File: src/wsfd_pkg.sv
// Shared types and constants for the websocket frame deframer.
`default_nettype none

package wsfd_pkg;

   localparam int LENGTH_BITS = 63;
   localparam int LEN_REG_W   = 64;

   localparam logic [1:0] KIND_HEADER  = 2'd0;
   localparam logic [1:0] KIND_PAYLOAD = 2'd1;
   localparam logic [1:0] KIND_ERROR   = 2'd2;

   localparam logic [2:0] ERR_NONE       = 3'd0;
   localparam logic [2:0] ERR_CTRL_FRAG  = 3'd1;
   localparam logic [2:0] ERR_RSV_SET    = 3'd2;
   localparam logic [2:0] ERR_LEN_OVFL   = 3'd3;
   localparam logic [2:0] ERR_CTRL_LONG  = 3'd4;

   localparam logic [6:0] LEN7_EXT16 = 7'd126;
   localparam logic [6:0] LEN7_EXT64 = 7'd127;
   localparam logic [LEN_REG_W-1:0] CTRL_MAX_LEN = LEN_REG_W'(125);

   localparam logic [2:0] EXT16_BYTES = 3'd2;
   localparam logic [2:0] EXT64_BYTES = 3'd0;
   localparam logic [2:0] KEY_BYTES   = 3'd4;

   typedef struct packed {
      logic [1:0]             kind;
      logic [3:0]             opcode;
      logic                   fin;
      logic                   masked;
      logic [LENGTH_BITS-1:0] frame_length;
      logic [7:0]             payload_byte;
      logic                   last;
      logic [2:0]             error_code;
   } result_type;

   typedef struct packed {
      logic       valid;
      logic [7:0] data_byte;
   } byte_req_type;

endpackage

`default_nettype wire

File: src/wsfd_in_stage.sv
// Input register stage for the incoming byte stream.
`default_nettype none

module wsfd_in_stage
   import wsfd_pkg::*;
(
   input  wire logic         clock,
   input  wire logic         reset,
   input  wire logic         req_valid,
   output logic              req_ready,
   input  wire logic [7:0]   req_data_byte,
   input  wire logic         step,
   output byte_req_type      held
);

   logic       valid_ff;
   logic       valid_in;
   logic [7:0] byte_ff;
   logic [7:0] byte_in;
   logic       take;

   assign req_ready = !valid_ff || step;
   assign take      = req_valid && req_ready;

   always_comb begin
      valid_in = valid_ff;
      byte_in  = byte_ff;
      if (take) begin
         valid_in = 1'b1;
         byte_in  = req_data_byte;
      end else if (step) begin
         valid_in = 1'b0;
      end
   end

   always_ff @(posedge clock) begin
      if (reset) begin
         valid_ff <= 1'b0;
      end else begin
         valid_ff <= valid_in;
      end
      byte_ff <= byte_in;
   end

   assign held.valid     = valid_ff;
   assign held.data_byte = byte_ff;

endmodule

`default_nettype wire

File: src/wsfd_parser.sv
// Frame header parser, length checks and payload unmasking.
`default_nettype none

module wsfd_parser
   import wsfd_pkg::*;
(
   input  wire logic         clock,
   input  wire logic         reset,
   input  wire logic         step,
   input  wire byte_req_type held,
   output logic              res_valid,
   output result_type        res
);

   typedef enum logic [2:0] {
      PH_FIRST,
      PH_SECOND,
      PH_LEN16,
      PH_LEN64,
      PH_KEY,
      PH_DATA
   } phase_type;

   phase_type              phase_ff, phase_in;
   logic [3:0]             opcode_ff, opcode_in;
   logic                   fin_ff, fin_in;
   logic                   mask_ff, mask_in;
   logic [LEN_REG_W-1:0]   length_ff, length_in;
   logic [2:0]             hcnt_ff, hcnt_in;
   logic [31:0]            key_ff, key_in;
   logic [LENGTH_BITS-1:0] count_ff, count_in;

   logic       len_done;
   logic       hdr_emit;
   logic [2:0] err;
   logic [7:0] b;
   logic [7:0] key_byte;
   logic       last_data;

   assign b = held.data_byte;

   always_comb begin
      case (count_ff[1:0])
         2'd0:    key_byte = key_ff[31:24];
         2'd1:    key_byte = key_ff[23:16];
         2'd2:    key_byte = key_ff[15:8];
         default: key_byte = key_ff[7:0];
      endcase
   end

   always_comb begin
      phase_in  = phase_ff;
      opcode_in = opcode_ff;
      fin_in    = fin_ff;
      mask_in   = mask_ff;
      length_in = length_ff;
      hcnt_in   = hcnt_ff;
      key_in    = key_ff;
      count_in  = count_ff;
      len_done  = 1'b0;
      hdr_emit  = 1'b0;
      err       = ERR_NONE;
      last_data = 1'b0;
      res_valid = 1'b0;
      res       = '0;

      case (phase_ff)
         PH_SECOND: begin
            mask_in   = b[7];
            length_in = '0;
            hcnt_in   = '0;
            if (b[6:0] == LEN7_EXT16) begin
               phase_in = PH_LEN16;
            end else if (b[6:0] == LEN7_EXT64) begin
               phase_in = PH_LEN64;
            end else begin
               length_in = LEN_REG_W'(b[6:0]);
               len_done  = 1'b1;
            end
         end
         PH_LEN16, PH_LEN64: begin
            length_in = {length_ff[LEN_REG_W-9:0], b};
            hcnt_in   = hcnt_ff + 3'd1;
            if ((phase_ff == PH_LEN16 && hcnt_in == EXT16_BYTES) ||
                (phase_ff == PH_LEN64 && hcnt_in == EXT64_BYTES)) begin
               len_done = 1'b1;
            end
         end
         PH_KEY: begin
            key_in  = {key_ff[23:0], b};
            hcnt_in = hcnt_ff + 3'd1;
            if (hcnt_in == KEY_BYTES) begin
               hdr_emit = 1'b1;
            end
         end
         PH_DATA: begin
            count_in  = count_ff + LENGTH_BITS'(1);
            last_data = (count_in >= length_ff[LENGTH_BITS-1:0]);
            res_valid = 1'b1;
            res.kind         = KIND_PAYLOAD;
            res.opcode       = opcode_ff;
            res.fin          = fin_ff;
            res.masked       = mask_ff;
            res.frame_length = length_ff[LENGTH_BITS-1:0];
            res.payload_byte = mask_ff ? (b ^ key_byte) : b;
            res.last         = last_data;
            res.error_code   = ERR_NONE;
            if (last_data) begin
               phase_in = PH_FIRST;
            end
         end
         default: begin
            opcode_in = b[3:0];
            fin_in    = b[7];
            mask_in   = 1'b0;
            length_in = '0;
            hcnt_in   = '0;
            if (b[3] && !b[7]) begin
               err = ERR_CTRL_FRAG;
            end else if (b[6:4] != 3'd0) begin
               err = ERR_RSV_SET;
            end else begin
               phase_in = PH_SECOND;
            end
         end
      endcase

      if (len_done) begin
         if ((length_in >> LENGTH_BITS) != '0) begin
            err = ERR_LEN_OVFL;
         end else if (opcode_ff[3] && length_in > CTRL_MAX_LEN) begin
            err = ERR_CTRL_LONG;
         end else if (mask_in) begin
            hcnt_in  = '0;
            key_in   = '0;
            phase_in = PH_KEY;
         end else begin
            hdr_emit = 1'b1;
         end
      end

      if (hdr_emit) begin
         count_in  = '0;
         phase_in  = (length_in == '0) ? PH_FIRST : PH_DATA;
         res_valid = 1'b1;
         res.kind         = KIND_HEADER;
         res.opcode       = opcode_in;
         res.fin          = fin_in;
         res.masked       = mask_in;
         res.frame_length = length_in[LENGTH_BITS-1:0];
         res.payload_byte = '0;
         res.last         = (length_in == '0);
         res.error_code   = ERR_NONE;
      end

      if (err != ERR_NONE) begin
         phase_in  = PH_FIRST;
         res_valid = 1'b1;
         res.kind         = KIND_ERROR;
         res.opcode       = opcode_in;
         res.fin          = fin_in;
         res.masked       = mask_in;
         res.frame_length = '0;
         res.payload_byte = '0;
         res.last         = 1'b1;
         res.error_code   = err;
      end

      if (!step) begin
         res_valid = 1'b0;
      end
   end

   always_ff @(posedge clock) begin
      if (reset) begin
         phase_ff <= PH_FIRST;
      end else if (step) begin
         phase_ff <= phase_in;
      end
      if (step) begin
         opcode_ff <= opcode_in;
         fin_ff    <= fin_in;
         mask_ff   <= mask_in;
         length_ff <= length_in;
         hcnt_ff   <= hcnt_in;
         key_ff    <= key_in;
         count_ff  <= count_in;
      end
   end

   // payload counter never reaches the frame length while data is due
   a_count_below_len: assert property (@(posedge clock) disable iff (reset)
      phase_ff == PH_DATA |-> count_ff < length_ff[LENGTH_BITS-1:0])
      else $error("payload count reached frame length in data phase");

   a_error_is_last: assert property (@(posedge clock) disable iff (reset)
      res_valid && res.kind == KIND_ERROR |-> res.last && res.frame_length == '0)
      else $error("error result without last or with a length");

   a_result_needs_step: assert property (@(posedge clock) disable iff (reset)
      res_valid |-> step && held.valid)
      else $error("result raised without a held request");

   a_last_returns_idle: assert property (@(posedge clock) disable iff (reset)
      res_valid && res.last |=> phase_ff == PH_FIRST)
      else $error("frame ended but parser not waiting for a new frame");

endmodule

`default_nettype wire

File: src/wsfd_out_stage.sv
// Result register for the response channel.
`default_nettype none

module wsfd_out_stage
   import wsfd_pkg::*;
(
   input  wire logic       clock,
   input  wire logic       reset,
   input  wire logic       load,
   input  wire result_type res,
   output logic            free,
   output logic            rsp_valid,
   input  wire logic       rsp_ready,
   output result_type      rsp
);

   logic       valid_ff;
   logic       valid_in;
   result_type res_ff;
   result_type res_in;

   assign free = !valid_ff || rsp_ready;

   always_comb begin
      valid_in = valid_ff;
      res_in   = res_ff;
      if (free) begin
         valid_in = load;
      end
      if (load) begin
         res_in = res;
      end
   end

   always_ff @(posedge clock) begin
      if (reset) begin
         valid_ff <= 1'b0;
      end else begin
         valid_ff <= valid_in;
      end
      res_ff <= res_in;
   end

   assign rsp_valid = valid_ff;
   assign rsp       = res_ff;

endmodule

`default_nettype wire

File: src/websocket_frame_deframer_unit.sv
// Top level: websocket frame deframer, one stream byte per request.
// Path: an accepted request is registered in the input stage; the parser's result is registered in the output stage.
// Throughput: one byte per cycle, sustained while the response side keeps up.
// A byte that ends no header, raises no error and is not payload produces no response.
// Reset: synchronous; both stage registers empty, parser waits for a first byte.
`default_nettype none

module websocket_frame_deframer_unit
   import wsfd_pkg::*;
(
   input  wire logic                   clock,
   input  wire logic                   reset,
   input  wire logic                   req_valid,
   output logic                        req_ready,
   input  wire logic [7:0]             req_data_byte,
   output logic                        rsp_valid,
   input  wire logic                   rsp_ready,
   output logic [1:0]                  rsp_kind,
   output logic [3:0]                  rsp_opcode,
   output logic                        rsp_fin,
   output logic                        rsp_masked,
   output logic [LENGTH_BITS-1:0]      rsp_frame_length,
   output logic [7:0]                  rsp_payload_byte,
   output logic                        rsp_last,
   output logic [2:0]                  rsp_error_code
);

   byte_req_type held;
   result_type   res;
   result_type   rsp;
   logic         res_valid;
   logic         out_free;
   logic         step;

   assign step = held.valid && out_free;

   wsfd_in_stage u_in (
      .clock         (clock),
      .reset         (reset),
      .req_valid     (req_valid),
      .req_ready     (req_ready),
      .req_data_byte (req_data_byte),
      .step          (step),
      .held          (held)
   );

   wsfd_parser u_parser (
      .clock     (clock),
      .reset     (reset),
      .step      (step),
      .held      (held),
      .res_valid (res_valid),
      .res       (res)
   );

   wsfd_out_stage u_out (
      .clock     (clock),
      .reset     (reset),
      .load      (res_valid),
      .res       (res),
      .free      (out_free),
      .rsp_valid (rsp_valid),
      .rsp_ready (rsp_ready),
      .rsp       (rsp)
   );

   assign rsp_kind         = rsp.kind;
   assign rsp_opcode       = rsp.opcode;
   assign rsp_fin          = rsp.fin;
   assign rsp_masked       = rsp.masked;
   assign rsp_frame_length = rsp.frame_length;
   assign rsp_payload_byte = rsp.payload_byte;
   assign rsp_last         = rsp.last;
   assign rsp_error_code   = rsp.error_code;

endmodule

`default_nettype wire

File: config.mk
export PLATFORM = sky130hd
export DESIGN_NAME = websocket_frame_deframer_unit
export DESIGN_NICKNAME = d
export VERILOG_FILES = /design/src/wsfd_pkg.sv /design/src/wsfd_in_stage.sv /design/src/wsfd_parser.sv /design/src/wsfd_out_stage.sv /design/src/websocket_frame_deframer_unit.sv
export SDC_FILE = /design/constraint.sdc
export NUM_CORES = 1
export LEC_CHECK = 0
export BUFFER_PORTS_ARGS = -buffer_cell sky130_fd_sc_hd__buf_2
export CAP_MARGIN = 20
export CORE_ASPECT_RATIO = 0.7
export CORE_UTILIZATION = 45
export CTS_CLUSTER_DIAMETER = 100
export DETAILED_ROUTE_END_ITERATION = 7
export PLACE_DENSITY = 0.61
export SYNTH_ARGS = -nofsm -noshare
export SYNTH_HDL_FRONTEND = slang
export SYNTH_HIERARCHICAL = 1
export SYNTH_SLANG_ARGS = --single-unit
File: constraint.sdc
create_clock -name clock -period 18.8 [get_ports clock]
set_clock_uncertainty 0.15 [all_clocks]
set_input_delay 3.76 -clock clock [delete_from_list [all_inputs] [get_ports clock]]
set_output_delay 3.76 -clock clock [all_outputs]
set_load 0.02 [all_outputs]
Yosys cells after proc, flatten, opt, wreduce, memory -nomap -nowiden
Index checks and enable logic that the tools add are counted.

storage, ports and cells
  bits in registers = 264
  bits in latches = 0
  RAM bits = 0
  ROM bits = 0
  input port bits = 12
  output and inout port bits = 85
  word-level logic and storage cells = 121
  memories kept = 0

cells by class
  $add $sub $neg = 2
  multiply operators = 0
  div/mod/pow operators = 0
  order comparisons = 2
  eq/ne operators = 11
  shift operators = 0
  muxes and demuxes = 57
  bitwise operators = 2
  reduce and logical (&&, ||, !) cells = 27

operators by type and width
  cell                     number
  $pmux W64 S3             1
  $mux W81                 2
  $mux W32                 5
  $mux W82                 1
  $gt A64 B7 Y1 const B    1
  $logic_not A64 Y1        1
  $mux W64                 1
  $add A63 B1 Y63 const B  1
  $ge A63 B63 Y1           1
  $mux W3                  21
  $mux W63                 1
  $pmux W8 S3              1
  $mux W1                  16
  $eq A7 B7 Y1 const B     2
  $eq A3 B2 Y1 const B     3
  $eq A3 B3 Y1 const B     3
  $pmux W3 S3              1
  $mux W8                  1
  $xor A8 B8 Y8            1
  $mux W7                  1
  $logic_and A1 B1 Y1      6
  $pmux W3 S2              1
  $reduce_bool A3 Y1       2
  $reduce_or A2 Y1         3
  other kinds (17)         24

Depth between registers and ports, before layout
  depth in word-level cells = 12
  gate-level depth with buffers = 17
  gate-level depth less buffers = 17

By module
The synthesis kept the hierarchy.

modules (own cells, without submodules)
  module                         times used  cells each  area each (sq um)  seq. area each (sq um)
  wsfd_parser                    1           1186        11024.3            5104.9
  wsfd_out_stage                 1           87          2538.7             2512.4
  wsfd_in_stage                  1           14          302.8              260.2
  websocket_frame_deframer_unit  1           1           6.3                0.0

Worst setup path before layout
OpenSTA, ideal clock, no wires.

  kind = in2reg
  start = input port rsp_ready
  end = register u_out.valid_ff (netlist: u_out/rsp_valid)
  library setup time = 0.075 ns
  arrival time = 11.381 ns
  required time = 18.575 ns
  path slack = 7.194 ns
  stages = 6
  buffers on the path = 0
  cells stage by stage = nand2b_4 > and2_1 > inv_1 > a21oi_1 > inv_1 > a21oi_2

between the ends
  cells in the longest elaborated chain, start to end = 3

ends and longest elaborated chain
  item                  line                                 source
  start, declared       websocket_frame_deframer_unit.sv:17  input wire logic rsp_ready,
  $logic_or A1 B1 Y1    wsfd_out_stage.sv:22                 assign free = !valid_ff || rsp_ready;
  $logic_and A1 B1 Y1   websocket_frame_deframer_unit.sv:35  assign step = held.valid && out_free;
  via step              websocket_frame_deframer_unit.sv:33  logic step;
  $mux W1               wsfd_parser.sv:169                   if (!step) begin
  via res_valid         websocket_frame_deframer_unit.sv:31  logic res_valid;
  end signal, assigned  wsfd_out_stage.sv:39                 valid_ff <= valid_in;
  end, declared         wsfd_out_stage.sv:17                 logic valid_ff;

The timed path passes the listed nets, and every way through them passes these cells.
A chain may end at the register's enable or synchronous reset.

Worst setup path after layout
  start = input port rsp_ready
  end = output port req_ready

between the ends
  cells in the longest elaborated chain, start to end = 3

ends and longest elaborated chain
  item                 line                                 source
  $logic_or A1 B1 Y1   wsfd_out_stage.sv:22
  via out_free         websocket_frame_deframer_unit.sv:32  logic out_free;
  $logic_and A1 B1 Y1  websocket_frame_deframer_unit.sv:35
  via step             websocket_frame_deframer_unit.sv:33
  $logic_or A1 B1 Y1   wsfd_in_stage.sv:22                  assign req_ready = !valid_ff || step;
  end, declared        websocket_frame_deframer_unit.sv:14  output logic req_ready,

The timed path passes the listed nets, and every way through them passes these cells.

==> impl_metrics.yaml <==
sta:
  final.period_utilization_pct: 46.2
  slew_headroom_pct: 27.6
  fin_crit_ns: 8.68
  tightest_slew_ns: 1.09
  hold_viol_final: 0
  maxSlewViolCount: 0
  tns_ns: 0
  setup_viol_count_final: 0
  rsz0062_at_grt: "no"
  max_freq_mhz: 115
synth:
  synth_area_um2: 13900
  async_reset_ff_share_pct: 0
  synthFlopType: "edfxtp_1"
  ys_seq_area_share_pct: 56.8
  syn_nets: 1371
  ys_warn_count: 6
  synthDistinctLibCells: 59
  synth_edf_count: 259
  syn_inst: 1288
  yosys_register_bits: 264
  avgSynthCellArea_um2: 10.8
routing:
  drt_iter0_drc: 1217
  wl_per_cell_um: 20.4
  drt_wl_total_um: 36700
  ant_nets: 0
  drc: 0
  num_vias: 10400
  avgViaCountPerCell: 5.79
  first_pass_iters: 8
worst_setup_path:
  cp.required_ns: 14.89
  r2r_end: "u_parser/phase_ff[2]$_SDFFE_PP0P_"
  reg2regPathDepth: 17
  cp-end-kind: "primary output"
  cp.arrival_ns: 4.77
  critPathKind: "primary input to primary output"
  r2r_setup_slack_ns: 13.38
  worst-path-max-fanout: 32
  r2r-start: "u_parser/count_ff[0]$_SDFFCE_PP0P_"
  start_kind: "primary input"
die:
  die_area_um2: 31500
  rows: 53
  ios: 97
  dieWidth_um: 212
  die_h_um: 149
  start_util_pct: 46.0
  core_um2: 30200
place:
  port-buffer-count: 96
  post-dp-hpwl_um: 25300
  place_congestion: 0.884
power_and_ir_drop:
  leakagePower_nw: 5.75
  p_int_mw: 0.973
  pwr-share-clk_pct: 40.3
  total_power_mw: 1.27
  seqPwrFrac_pct: 53.8
  vdd_drop_max_v: 0.0000471
  p_comb_share_pct: 5.9
  power.switching_mw: 0.299
  switching_share_pct: 23.5
  power.density_nw_per_um2: 81.5
global_routing:
  grt_use_total_pct: 23.4
  grt_max_degree: 86
  grt_pass1_wl_um: 56300
  grt_pass1_vias: 9482
  antenna_found_initial: 0
  overflow: 0
clocking:
  htree_levels: 1
  clock_latency_ns: 0.56
  cts_tree: "done"
  hold_buffers: 0
  cts_setup_buffers: 0
  cts_buffers: 28
  root_buffer: "clkbuf_16"
  cts.repair.resized: 0
  clkTransAtPathRegs_ns: 0.06
  clockBufferDepth: 3
  clock-sinks: 264
final_layout:
  most-common-layout-cells: "259 x edfxtp_1, 210 x nand2_1, 97 x o21ai_0"
  syn_to_final_growth_pct: 12.5
  drive_above_1_share_pct: 12.2
  num_antenna_cells: 0
  final_common_cell: "edfxtp_1"
  fillers: 2665
  final_nets: 1451
status:
  status: "finished, final reports clean"
worst_hold_path:
  min-delay-start: "u_in/valid_ff$_SDFFE_PP0P_"
  whs_path_depth: 2
  min_path_type: "flip-flop to flip-flop"
  holdPathEnd: "u_in/valid_ff$_SDFFE_PP0P_"
run:
  drv_cap: 0
cell type report:
type                            count  area (um2)  share of cell area, %
Sequential cell                   264        7880                   50.5
Multi-Input combinational cell    883        5500                   35.2
Clock buffer                       37         756                   4.84
Timing Repair Buffer              110         593                   3.80
Tap cell                          412         515                   3.30
Inverter                           81         304                   1.95
Clock inverter                     12        63.8                  0.409
metal layers:
metal | share of wire (%) | global-route usage (%)
met1 | 49 | 38.2
met2 | 41 | 32.1
met3 | 8.4 | 3.64
met4 | 1.4 | 4.49
met5 | 0 | 0
power by group through the flow:
stage | clock [mW] | combinational [mW] | sequential [mW]
floorplan | 0 | 0.0380 | 0.706
global placement | 0 | 0.0740 | 0.696
detailed placement | 0 | 0.0755 | 0.697
CTS | 0.522 | 0.0756 | 0.685
global route | 0.543 | 0.0828 | 0.687
finish | 0.512 | 0.0753 | 0.685
synthesized netlist by cell type (all sizes together), types with 5 or more instances:
cell,n,area [um2]
edfxtp,259,7780
nand2,212,796
o21ai,98,490
inv,81,304
a21oi,71,363
ha,71,888
nor2b,67,419
o22ai,56,350
clkbuf,43,161
nor2,42,158
xnor2,39,342
nand3,36,180
xor2,32,280
nand4,30,188
buf,17,81.3
nor4,17,106
and3,13,81.3
nor3,12,65.1
a222oi,8,80.1
and2,7,46.3
and4,7,61.3
a22o,6,52.6
mux2,6,67.6
nand2b,6,52.6
dfxtp,5,100
o21a,5,37.5
how the worst max path moves through the flow:
stage               startpoint                      endpoint  slack (ns)
floorplan            rsp_ready  u_out/rsp_valid$_SDFFE_PP0P_        7.19
global placement     rsp_ready                     req_ready       10.12
detailed placement   rsp_ready                     req_ready       10.11
CTS                  rsp_ready                     req_ready       10.11
global route         rsp_ready                     req_ready       10.06
finish               rsp_ready                     req_ready       10.12
sequential cells by signal, indices dropped and copies added, names as in the netlist:
signal,count
u_parser/phase_ff,3
u_parser/key_ff,32
u_parser/hcnt_ff,3
u_parser/mask_ff,1
u_parser/fin_ff,1
u_in/valid_ff,1
u_out/rsp,83
u_parser/length_ff,64
u_out/rsp_valid,1
u_in/byte_ff,8
u_parser/count_ff,63
u_parser/opcode_ff,4
cells by family after synthesis:
kind of cell | synth area share (%)
muxes | 0.487
buffers and inverters | 3.94
xor gates and xnor gates | 4.48
and+or+nand+nor | 15.9
adders and majority gates | 6.40
DFF | 56.8
AOI/OAI and AO/OA | 12.0
critical path, stage by stage:
cell and delay (ns):
buf_2 0.08, nand2b_4 0.11, and2_4 0.42, nand2b_4 0.24
buf_2 0.16
metrics by stage:
| stage | utilization, % | std cells | setup slack [ns] | hold slack (ns) | area, um2 |
|---|---|---|---|---|---|
| 3_3_place_gp | 49.0 | 1749 | 10.12 | 0.333 | 14800 |
| 5_1_grt | 51.7 | 1799 | 10.06 | 0.371 | 15600 |
| 3_5_place_dp | 49.0 | 1750 | 10.11 | 0.338 | 14800 |
| 2_1_floorplan | - | 1288 | 7.19 | 0.361 | 13900 |
| 6_report | 51.7 | 1799 | 10.12 | 0.353 | 15600 |
| 4_1_cts | 51.7 | 1799 | 10.11 | 0.352 | 15600 |
(Power assumes the default switching activity.)
